--- src/rtl/core/riot_interval_timer_port_unit_macros.svh ---
// Assertion macros shared by the interval timer port unit.
`ifndef RIOT_INTERVAL_TIMER_PORT_UNIT_MACROS_SVH
`define RIOT_INTERVAL_TIMER_PORT_UNIT_MACROS_SVH

// The condition on the right must hold in the same cycle as the one on the left.
`define RITP_ASSERT_SAME(label, ante, cons, msg) \
   label: assert property (@(posedge clock) disable iff (reset) (ante) |-> (cons)) \
      else $error(msg);

// The condition on the right must hold in the cycle after the one on the left.
`define RITP_ASSERT_NEXT(label, ante, cons, msg) \
   label: assert property (@(posedge clock) disable iff (reset) (ante) |=> (cons)) \
      else $error(msg);

`endif

--- src/rtl/core/ritp_pkg.sv ---
// Shared types and constants of the interval timer port unit.
package ritp_pkg;

   typedef enum logic [1:0] {
      OP_TICK  = 2'd0,
      OP_READ  = 2'd1,
      OP_WRITE = 2'd2
   } ritp_op_type;

   localparam logic [15:0] ADDR_SWCHA  = 16'h0280;
   localparam logic [15:0] ADDR_SWACNT = 16'h0281;
   localparam logic [15:0] ADDR_SWCHB  = 16'h0282;
   localparam logic [15:0] ADDR_SWBCNT = 16'h0283;
   localparam logic [15:0] ADDR_INTIM  = 16'h0284;
   localparam logic [15:0] ADDR_INSTAT = 16'h0285;
   localparam logic [15:0] ADDR_TIM1   = 16'h0294;
   localparam logic [15:0] ADDR_TIM8   = 16'h0295;
   localparam logic [15:0] ADDR_TIM64  = 16'h0296;
   localparam logic [15:0] ADDR_TIM1K  = 16'h0297;

   localparam logic [7:0]  SWCHB_VALUE = 8'h3F;

   localparam int          PRESCALE_W  = 11;
   localparam logic [PRESCALE_W-1:0] PRESCALE_1    = 11'd1;
   localparam logic [PRESCALE_W-1:0] PRESCALE_8    = 11'd8;
   localparam logic [PRESCALE_W-1:0] PRESCALE_64   = 11'd64;
   localparam logic [PRESCALE_W-1:0] PRESCALE_1024 = 11'd1024;

   typedef struct packed {
      logic [1:0]  operation;
      logic [15:0] address;
      logic [7:0]  write_data;
      logic [7:0]  joystick_lines;
   } ritp_item_type;

   typedef struct packed {
      logic [7:0] read_data;
      logic       bad_access;
   } ritp_result_type;

endpackage

--- src/rtl/core/riot_interval_timer_port_unit.sv ---
// Top level of the interval timer and I/O port unit.
//
// Each req_ word is a CPU clock tick, a bus read or a bus write; every word
// yields exactly one rsp_ word carrying read_data and bad_access, in order.
// Ticks and writes return read_data of zero.
// A word accepted into the input register is decoded from that register and
// applied to the timer state at the edge where its response word is loaded
// and offered on rsp_, which happens once the response register is free.
// Throughput: one word per cycle while rsp_ready is high, set by the single
// decode and update path between the input and response registers.
// When the receiver holds rsp_ready low, the response word waits in its
// register and one more word may enter the input register; req_ready then
// falls until the response is taken.
// Reset (synchronous, active high) empties both registers, sets the timer to
// zero with a prescale of one and clears both underflow flags and the
// start-pending flag.
`include "riot_interval_timer_port_unit_macros.svh"

module riot_interval_timer_port_unit (
   input  logic        clock,
   input  logic        reset,
   input  logic        req_valid,
   output logic        req_ready,
   input  logic [1:0]  req_operation,
   input  logic [15:0] req_address,
   input  logic [7:0]  req_write_data,
   input  logic [7:0]  req_joystick_lines,
   output logic        rsp_valid,
   input  logic        rsp_ready,
   output logic [7:0]  rsp_read_data,
   output logic        rsp_bad_access
);

   ritp_pkg::ritp_item_type   req_item;
   ritp_pkg::ritp_item_type   stage_item;
   ritp_pkg::ritp_result_type result;
   logic                      stage_valid;
   logic                      advance;
   logic                      rsp_valid_ff, rsp_valid_in;
   ritp_pkg::ritp_result_type rsp_data_ff;

   assign req_item.operation      = req_operation;
   assign req_item.address        = req_address;
   assign req_item.write_data     = req_write_data;
   assign req_item.joystick_lines = req_joystick_lines;

   // A word leaves the input register when the response register is empty or its word is taken.
   assign advance = stage_valid && (!rsp_valid_ff || rsp_ready);

   ritp_in_stage u_in_stage (
      .clock       (clock),
      .reset       (reset),
      .in_valid    (req_valid),
      .in_ready    (req_ready),
      .in_item     (req_item),
      .advance     (advance),
      .stage_valid (stage_valid),
      .stage_item  (stage_item)
   );

   ritp_core u_core (
      .clock  (clock),
      .reset  (reset),
      .fire   (advance),
      .item   (stage_item),
      .result (result)
   );

   always_comb begin
      rsp_valid_in = rsp_valid_ff;
      if (advance) begin
         rsp_valid_in = 1'b1;
      end else if (rsp_ready) begin
         rsp_valid_in = 1'b0;
      end
   end

   always_ff @(posedge clock) begin
      if (reset) begin
         rsp_valid_ff <= 1'b0;
      end else begin
         rsp_valid_ff <= rsp_valid_in;
      end
   end

   always_ff @(posedge clock) begin
      if (advance) begin
         rsp_data_ff <= result;
      end
   end

   assign rsp_valid      = rsp_valid_ff;
   assign rsp_read_data  = rsp_data_ff.read_data;
   assign rsp_bad_access = rsp_data_ff.bad_access;

   `RITP_ASSERT_SAME(a_bad_reads_zero, rsp_valid && rsp_bad_access, rsp_read_data == 8'd0, "bad access with non-zero data")
   `RITP_ASSERT_SAME(a_stall_only_when_full, !req_ready, stage_valid && rsp_valid_ff && !rsp_ready, "input stalled without cause")
   `RITP_ASSERT_NEXT(a_advance_fills_rsp, advance, rsp_valid_ff, "advanced word did not reach response register")

endmodule

--- src/rtl/core/ritp_in_stage.sv ---
// Input register of the interval timer port unit.
module ritp_in_stage (
   input  logic                  clock,
   input  logic                  reset,
   input  logic                  in_valid,
   output logic                  in_ready,
   input  ritp_pkg::ritp_item_type in_item,
   input  logic                  advance,
   output logic                  stage_valid,
   output ritp_pkg::ritp_item_type stage_item
);

   logic                    valid_ff;
   logic                    valid_in;
   ritp_pkg::ritp_item_type item_ff;

   // The stage can take a new word when empty or when its word moves on.
   assign in_ready = !valid_ff || advance;

   always_comb begin
      valid_in = valid_ff;
      if (in_valid && in_ready) begin
         valid_in = 1'b1;
      end else if (advance) begin
         valid_in = 1'b0;
      end
   end

   always_ff @(posedge clock) begin
      if (reset) begin
         valid_ff <= 1'b0;
      end else begin
         valid_ff <= valid_in;
      end
   end

   always_ff @(posedge clock) begin
      if (in_valid && in_ready) begin
         item_ff <= in_item;
      end
   end

   assign stage_valid = valid_ff;
   assign stage_item  = item_ff;

endmodule

--- src/rtl/core/ritp_core.sv ---
// Timer state, address decode and result generation for one word.
module ritp_core (
   input  logic                      clock,
   input  logic                      reset,
   input  logic                      fire,
   input  ritp_pkg::ritp_item_type   item,
   output ritp_pkg::ritp_result_type result
);

   logic [7:0]                      timer_ff,    timer_in;
   logic [ritp_pkg::PRESCALE_W-1:0] interval_ff, interval_in;
   logic [ritp_pkg::PRESCALE_W-1:0] count_ff,    count_in;
   logic                            flag_read_ff,  flag_read_in;
   logic                            flag_write_ff, flag_write_in;
   logic                            pending_ff,    pending_in;

   always_comb begin
      logic [ritp_pkg::PRESCALE_W-1:0] count_inc;
      logic [ritp_pkg::PRESCALE_W-1:0] new_interval;

      timer_in      = timer_ff;
      interval_in   = interval_ff;
      count_in      = count_ff;
      flag_read_in  = flag_read_ff;
      flag_write_in = flag_write_ff;
      pending_in    = pending_ff;
      result        = '0;
      count_inc     = count_ff + 1'b1;
      new_interval  = '0;

      case (ritp_pkg::ritp_op_type'(item.operation))
         ritp_pkg::OP_TICK: begin
            if (!pending_ff) begin
               if (count_inc == interval_ff) begin
                  if (timer_ff == 8'd0) begin
                     flag_read_in  = 1'b1;
                     flag_write_in = 1'b1;
                  end
                  count_in = '0;
                  timer_in = timer_ff - 8'd1;
               end else begin
                  count_in = count_inc;
               end
            end
         end
         ritp_pkg::OP_READ: begin
            // Any read arms a freshly written timer before it is answered.
            if (pending_ff) begin
               pending_in    = 1'b0;
               count_in      = interval_ff - 1'b1;
               flag_read_in  = 1'b0;
               flag_write_in = 1'b0;
            end
            case (item.address)
               ritp_pkg::ADDR_SWCHA: begin
                  result.read_data = ~{item.joystick_lines[3:0], item.joystick_lines[7:4]};
               end
               ritp_pkg::ADDR_SWACNT, ritp_pkg::ADDR_SWBCNT: begin
                  result.read_data = 8'd0;
               end
               ritp_pkg::ADDR_SWCHB: begin
                  result.read_data = ritp_pkg::SWCHB_VALUE;
               end
               ritp_pkg::ADDR_INTIM: begin
                  result.read_data = timer_ff;
               end
               ritp_pkg::ADDR_INSTAT: begin
                  result.read_data = {flag_write_in, flag_read_in, 6'd0};
                  flag_read_in     = 1'b0;
               end
               default: begin
                  result.bad_access = 1'b1;
               end
            endcase
         end
         ritp_pkg::OP_WRITE: begin
            case (item.address)
               ritp_pkg::ADDR_SWCHA, ritp_pkg::ADDR_SWACNT: begin
                  new_interval = '0;
               end
               ritp_pkg::ADDR_TIM1:  new_interval = ritp_pkg::PRESCALE_1;
               ritp_pkg::ADDR_TIM8:  new_interval = ritp_pkg::PRESCALE_8;
               ritp_pkg::ADDR_TIM64: new_interval = ritp_pkg::PRESCALE_64;
               ritp_pkg::ADDR_TIM1K: new_interval = ritp_pkg::PRESCALE_1024;
               default: begin
                  result.bad_access = 1'b1;
               end
            endcase
            if (new_interval != '0) begin
               interval_in = new_interval;
               timer_in    = item.write_data;
               pending_in  = 1'b1;
            end
         end
         default: begin
            result = '0;
         end
      endcase
   end

   always_ff @(posedge clock) begin
      if (reset) begin
         timer_ff      <= 8'd0;
         interval_ff   <= ritp_pkg::PRESCALE_1;
         count_ff      <= '0;
         flag_read_ff  <= 1'b0;
         flag_write_ff <= 1'b0;
         pending_ff    <= 1'b0;
      end else if (fire) begin
         timer_ff      <= timer_in;
         interval_ff   <= interval_in;
         count_ff      <= count_in;
         flag_read_ff  <= flag_read_in;
         flag_write_ff <= flag_write_in;
         pending_ff    <= pending_in;
      end
   end

endmodule
--- config.mk ---
export PLATFORM = sky130hd
export DESIGN_NAME = riot_interval_timer_port_unit
export DESIGN_NICKNAME = d
export VERILOG_FILES = /design/src/rtl/core/ritp_pkg.sv /design/src/rtl/core/riot_interval_timer_port_unit.sv /design/src/rtl/core/ritp_in_stage.sv /design/src/rtl/core/ritp_core.sv
export VERILOG_INCLUDE_DIRS = /design/src /design/src/rtl/core
export SDC_FILE = /design/constraint.sdc
export NUM_CORES = 1
export LEC_CHECK = 0
export BUFFER_PORTS_ARGS = -buffer_cell sky130_fd_sc_hd__buf_4
export CORE_AREA = 2 2 112 114
export DETAILED_ROUTE_END_ITERATION = 10
export DIE_AREA = 0 0 114 116
export PLACE_DENSITY = 0.46
export SYNTH_ARGS = -nofsm -noshare
export SYNTH_HDL_FRONTEND = slang
export SYNTH_HIERARCHICAL = 1
export SYNTH_SLANG_ARGS = --single-unit
--- constraint.sdc ---
create_clock -name clock -period 2.9 [get_ports clock]
set_input_delay 0.58 -clock clock [delete_from_list [all_inputs] [get_ports clock]]
set_output_delay 0.58 -clock clock [all_outputs]
set_load 0.005 [all_outputs]
After elaboration in Yosys (flattened, before gate mapping)
Index checks and enable logic that the tools add are counted.

operators by class
  $add $sub $neg = 3
  multipliers = 0
  divide/modulo/power cells = 0
  $lt $le $gt $ge = 0
  equality and inequality tests = 18
  shift operators = 0
  mux-type cells = 28
  bitwise logic cells = 1
  reduce and logical (&&, ||, !) cells = 21

operators with widths
  operator                                                                 count
  16-bit by 10-bit equality test with 1-bit output, second input constant  10
  11-bit two-way mux                                                       4
  11-bit one-hot mux with 4 select lines                                   1
  8-bit one-hot mux with 4 select lines                                    1
  8-bit two-way mux                                                        3
  11-bit one-hot mux with 2 select lines                                   1
  8-bit one-hot mux with 2 select lines                                    1
  1-bit two-way mux                                                        13
  6-bit OR reduction                                                       2
  11-bit by 1-bit adder with 11-bit output, second input constant          1
  11-bit equality test                                                     1
  11-bit nonzero test                                                      1
  11-bit by 1-bit subtractor with 11-bit output, second input constant     1
  5-bit AND reduction                                                      2
  2-bit nonzero test                                                       5
  8-bit zero test                                                          1
  2-bit by 1-bit inequality test with 1-bit output, second input constant  4
  8-bit NOT                                                                1
  1-bit one-hot mux with 2 select lines                                    4
  8-bit by 1-bit subtractor with 8-bit output, second input constant       1
  3-bit AND reduction                                                      2
  4-bit AND reduction                                                      1
  2-bit by 1-bit equality test with 1-bit output, second input constant    1
  2-bit equality test, second input constant                               1
  other kinds (5)                                                          8

word-level totals
  flip-flop bits (word level) = 78
  latch bits = 0
  bits in writable memories = 0
  memory bits (read-only) = 0
  input port bits = 38
  output and inout port bits = 11
  memories = 0

Logic depth before layout (Yosys ltp)
  word-level depth = 6
  mapped depth = 11
  depth with buffers taken out = 9

By module
The synthesis kept the hierarchy.

modules (own cells, without submodules)
  module                         instances  cells each  area each (um2)  seq. area each (um2)
  ritp_core                      1          303         2,160.8          520.5
  ritp_in_stage                  1          39          1,076.0          1,041.0
  riot_interval_timer_port_unit  1          14          325.3            290.3

Worst setup path before layout
Ideal clock, no wire load.

  kind = flip-flop to flip-flop
  from = register u_core/count_ff[0] in the netlist's numbering
  to = register u_core.flag_read_ff
  arrival time = 2,406 ps
  required time = 2,768 ps
  slack = 362 ps
  stages on the path, launching flop included = 9
  path buffers = 0
  period minus slack after synthesis = 2,538 ps
  path through = dfxtp_1 -> ha_1 -> and4_4 -> nand3_1 -> a2111o_1 -> a2111oi_4 -> a21oi_1 -> o31ai_1 -> a21oi_1

between the ends
  word-level cells in the longest chain between the ends = 4

ends and longest elaborated chain
  item                                                        line              source
  start, declared                                             ritp_core.sv:12   logic [ritp_pkg::PRESCALE_W-1:0] count_ff, count_in;
  start signal, assigned                                      ritp_core.sv:112  count_ff <= count_in;
  11-bit by 1-bit adder with 11-bit output                    ritp_core.sv:28   count_inc = count_ff + 1'b1;
  11-bit equality test                                        ritp_core.sv:34   if (count_inc == interval_ff) begin
  2-bit by 1-bit inequality test with 1-bit output (no line)  n/a
  5-bit AND reduction (no line)                               n/a
  end signal, assigned                                        ritp_core.sv:113  flag_read_ff <= flag_read_in;
  end, declared                                               ritp_core.sv:13   logic flag_read_ff, flag_read_in;

Every way passes these cells.
A chain may end at the register's enable or synchronous reset.

Worst setup path after layout
  from = register u_core/count_ff[0] in the netlist's numbering
  to = register u_core.timer_ff[4]

between the ends
  word-level cells in the longest chain between the ends = 4

ends and longest elaborated chain
  item                                                        line              source
  11-bit by 1-bit adder with 11-bit output                    ritp_core.sv:28
  11-bit equality test                                        ritp_core.sv:34
  2-bit by 1-bit inequality test with 1-bit output (no line)  n/a
  5-bit AND reduction (no line)                               n/a
  end signal, assigned                                        ritp_core.sv:110  timer_ff <= timer_in;
  end, declared                                               ritp_core.sv:10   logic [7:0] timer_ff, timer_in;

Every way passes these cells.

==> out/qor.yml <==
outcome:
  run_status: "completed"
sta:
  skew_ps: 5.79
  slew_headroom_pct: 66.3
  hold_violations: 0
  fin_hold_ws_ps: 424
  finalMaxSlewViolations: 0
  tightest_slew_ps: 502
  rsz0062_at_grt: "false"
  setup_tns_ps: 0
  setup_viol: 0
  period_needed_ps: 2740
  finalCritPeriodShare_pct: 94.4
  fmax_ghz: 0.365
grt:
  first_global_vias: 2707
  grt_pass1_wl_um: 13500
  grt.overflow.total: 0
  grt_max_degree: 35
  antenna_found_initial: 0
  grtUsageTotal_pct: 13.2
yosys:
  yosysUniqueCellTypes: 59
  synth.cell_area_um2: 3560
  async_reset_ff_share_pct: 0
  synth_fp_nets: 401
  synth_seq_cells: 71
  synth-edff-count: 43
  ys.flop_type: "edfxtp_1"
  syn_area_per_cell_um2: 10.0
  syn_inst: 356
  seq_area_frac_synth_pct: 52.0
  yosysWarnings: 6
finish:
  drive_gt1_share_pct: 24.1
  multi_input_area_um2: 1540
  final_core_util_pct: 37.5
  finalNonFillerCells: 570
  regArea_um2: 1850
  syn2layout_area_growth_pct: 25.5
  fillers: 1207
  layout.nets: 463
  n_antenna_cell: 0
placed_design:
  dp_hpwl_um: 5940
  port_buffers: 48
  routabilityCongestion: 0.840
  dp_cells: 552
floorplanning:
  initial_core_util_pct: 29.9
  ios: 49
  die_y_um: 116
  dieArea_um2: 13200
  row_count: 40
  core_um2: 11900
  die_w_um: 114
hold_path:
  hold_class: "input pin to register"
setup_path:
  endpoint_kind: "register"
  critPathBufInv: 2
  critPathSlowestCell: "dfxtp_1"
  cp_top_family: "compound AO/OA/AOI/OAI gates"
  crit_fanout: 9
  crit_path_frequent_cell: "buf_4"
  worstPathArrival_ps: 2950
  path_cells: "ha_1 -> and4_4 -> nand3_1 -> a2111o_1 -> a211oi_1 -> buf_4 -> a22oi_2 -> buf_4 -> a311o_1"
  critical_path.max_stage_delay_ps: 470
  cp.required_ps: 3110
  crit_type: "register to register"
  startpoint_type: "register"
detailed_routing:
  drtAntennaViolNets: 0
  num_vias: 2851
  routed_wl_um: 8260
  drcViolationCount: 0
  drt_first_pass_iters: 4
  wire_per_inst_um: 14.5
  viasPerCell: 5.00
  first_iter_violations: 120
power_and_ir_drop:
  power.density_nw_per_um2: 560
  power_mw: 2.50
  p_leak_nw: 1.62
  irDropWorstVdd_mv: 0.198
clocking:
  clockRootBuffer: "clkbuf_16"
  htreeDepth: 3
  cts.path.max_buffers: 2
  clkTransAtPathRegs_ps: 60
  numCtsBuffers: 9
  cts_sinks: 71
  clk_latency_ps: 330
  cts_tree: "built"
job:
  max-cap-violations: 0
## state kept, by name (all words and copies together) (netlist names)
register / flops
u_in_stage/stage_item: 34
u_core/count_ff: 11
rsp_read_data: 8
u_core/timer_ff: 8
u_core/interval_ff: 4
rsp_bad_access: 1
rsp_valid: 1
u_core/flag_read_ff: 1
u_core/flag_write_ff: 1
u_core/pending_ff: 1
u_in_stage/stage_valid: 1
## cell families (layout without fill, tap and decap cells)
family / after synthesis / in the layout / share of synthesized area, %
buffers and inverters: 38 / 105 / 4.74
DFF: 71 / 71 / 52.0
and+or+nand+nor: 137 / 137 / 20.3
xor gates and xnor gates: 7 / 7 / 1.93
AOI/OAI and AO/OA: 91 / 91 / 17.2
muxes: 5 / 5 / 1.41
adders and majority gates: 7 / 7 / 2.46
## power breakdown
| part | switching [mW] | leakage, nW | internal, mW |
|---|---|---|---|
| sequential | 0.0409 | 0.637 | 1.13 |
| clock | 0.413 | 0.146 | 0.664 |
| combinational | 0.128 | 0.835 | 0.124 |
## stage by stage
| step | worst slack, ps | area [µm²] |
|---|---|---|
| 6_report | 162 | 4470 |
| 2_1_floorplan | 362 | 3560 |
| 3_3_place_gp | 203 | 4160 |
| 5_1_grt | 17.1 | 4470 |
| 3_5_place_dp | 209 | 4160 |
| 4_1_cts | 189 | 4450 |
## layout make-up
cell class | instances | share of cell area [%]
multi-input combinational | 247 | 34.5
timing repair buffer | 71 | 11.9
clock inverter | 6 | 1.40
sequential | 71 | 41.4
tap | 147 | 4.12
clock buffer | 10 | 5.12
inverter | 18 | 1.51
## final timing paths
check                           slack [ps]                         to  cells after the start                 from
worst max-delay path                   160         u_core/timer_ff[4]                      9   u_core/count_ff[0]
worst max register to register         160         u_core/timer_ff[4]                      9   u_core/count_ff[0]
worst min register to register         480        u_core/flag_read_ff                      2  u_core/flag_read_ff
worst min-delay path                   420  u_in_stage/stage_item[23]                      1       req_address[7]
## layer usage
metal,vias up,routed length [µm],global-route usage (%),share of wire [%]
met5,-,0,0,0
met4,0,104,5.77,1.3
met3,9,249,2.82,3.0
met2,48,4090,22.0,50
met1,1336,3820,16.7,46
li1,1458,-,-,-
## layout by cell type, fill, tap and decap left out, types with 9 or more instances in the layout
cell        n
buf_4      71
nor2_1     45
edfxtp_1   43
dfxtp_1    28
a21oi_1    28
nand2_1    24
o21ai_0    19
inv_1      17
nand3_1    12
clkbuf_16   9
nor3_1      9
## cells in the mapped netlist, types with 3 or more instances
library cell | number | share of area [%]
nor2_1 | 45 | 4.7
edfxtp_1 | 43 | 36
a21oi_1 | 28 | 3.9
dfxtp_1 | 28 | 16
nand2_1 | 24 | 2.5
o21ai_0 | 19 | 2.7
inv_1 | 17 | 1.8
clkbuf_1 | 14 | 1.5
nand3_1 | 12 | 1.7
nor3_1 | 9 | 1.3
a22oi_1 | 8 | 1.7
o31ai_1 | 8 | 1.7
ha_1 | 7 | 2.5
nand4_1 | 6 | 1.1
or3_1 | 6 | 1.1
a211oi_1 | 5 | 1.1
mux2i_1 | 5 | 1.4
nor4_1 | 5 | 0.88
xnor2_1 | 5 | 1.2
a311o_1 | 4 | 1.1
nand2b_1 | 3 | 0.53
nor4b_1 | 3 | 0.74
## timing repair
item,4_1_cts,5_1_grt
buffers inserted,0,2
setup endpoints to repair,0,1
hold buffers,0,0
resized for setup,0,1
(Power assumes the default switching activity.)
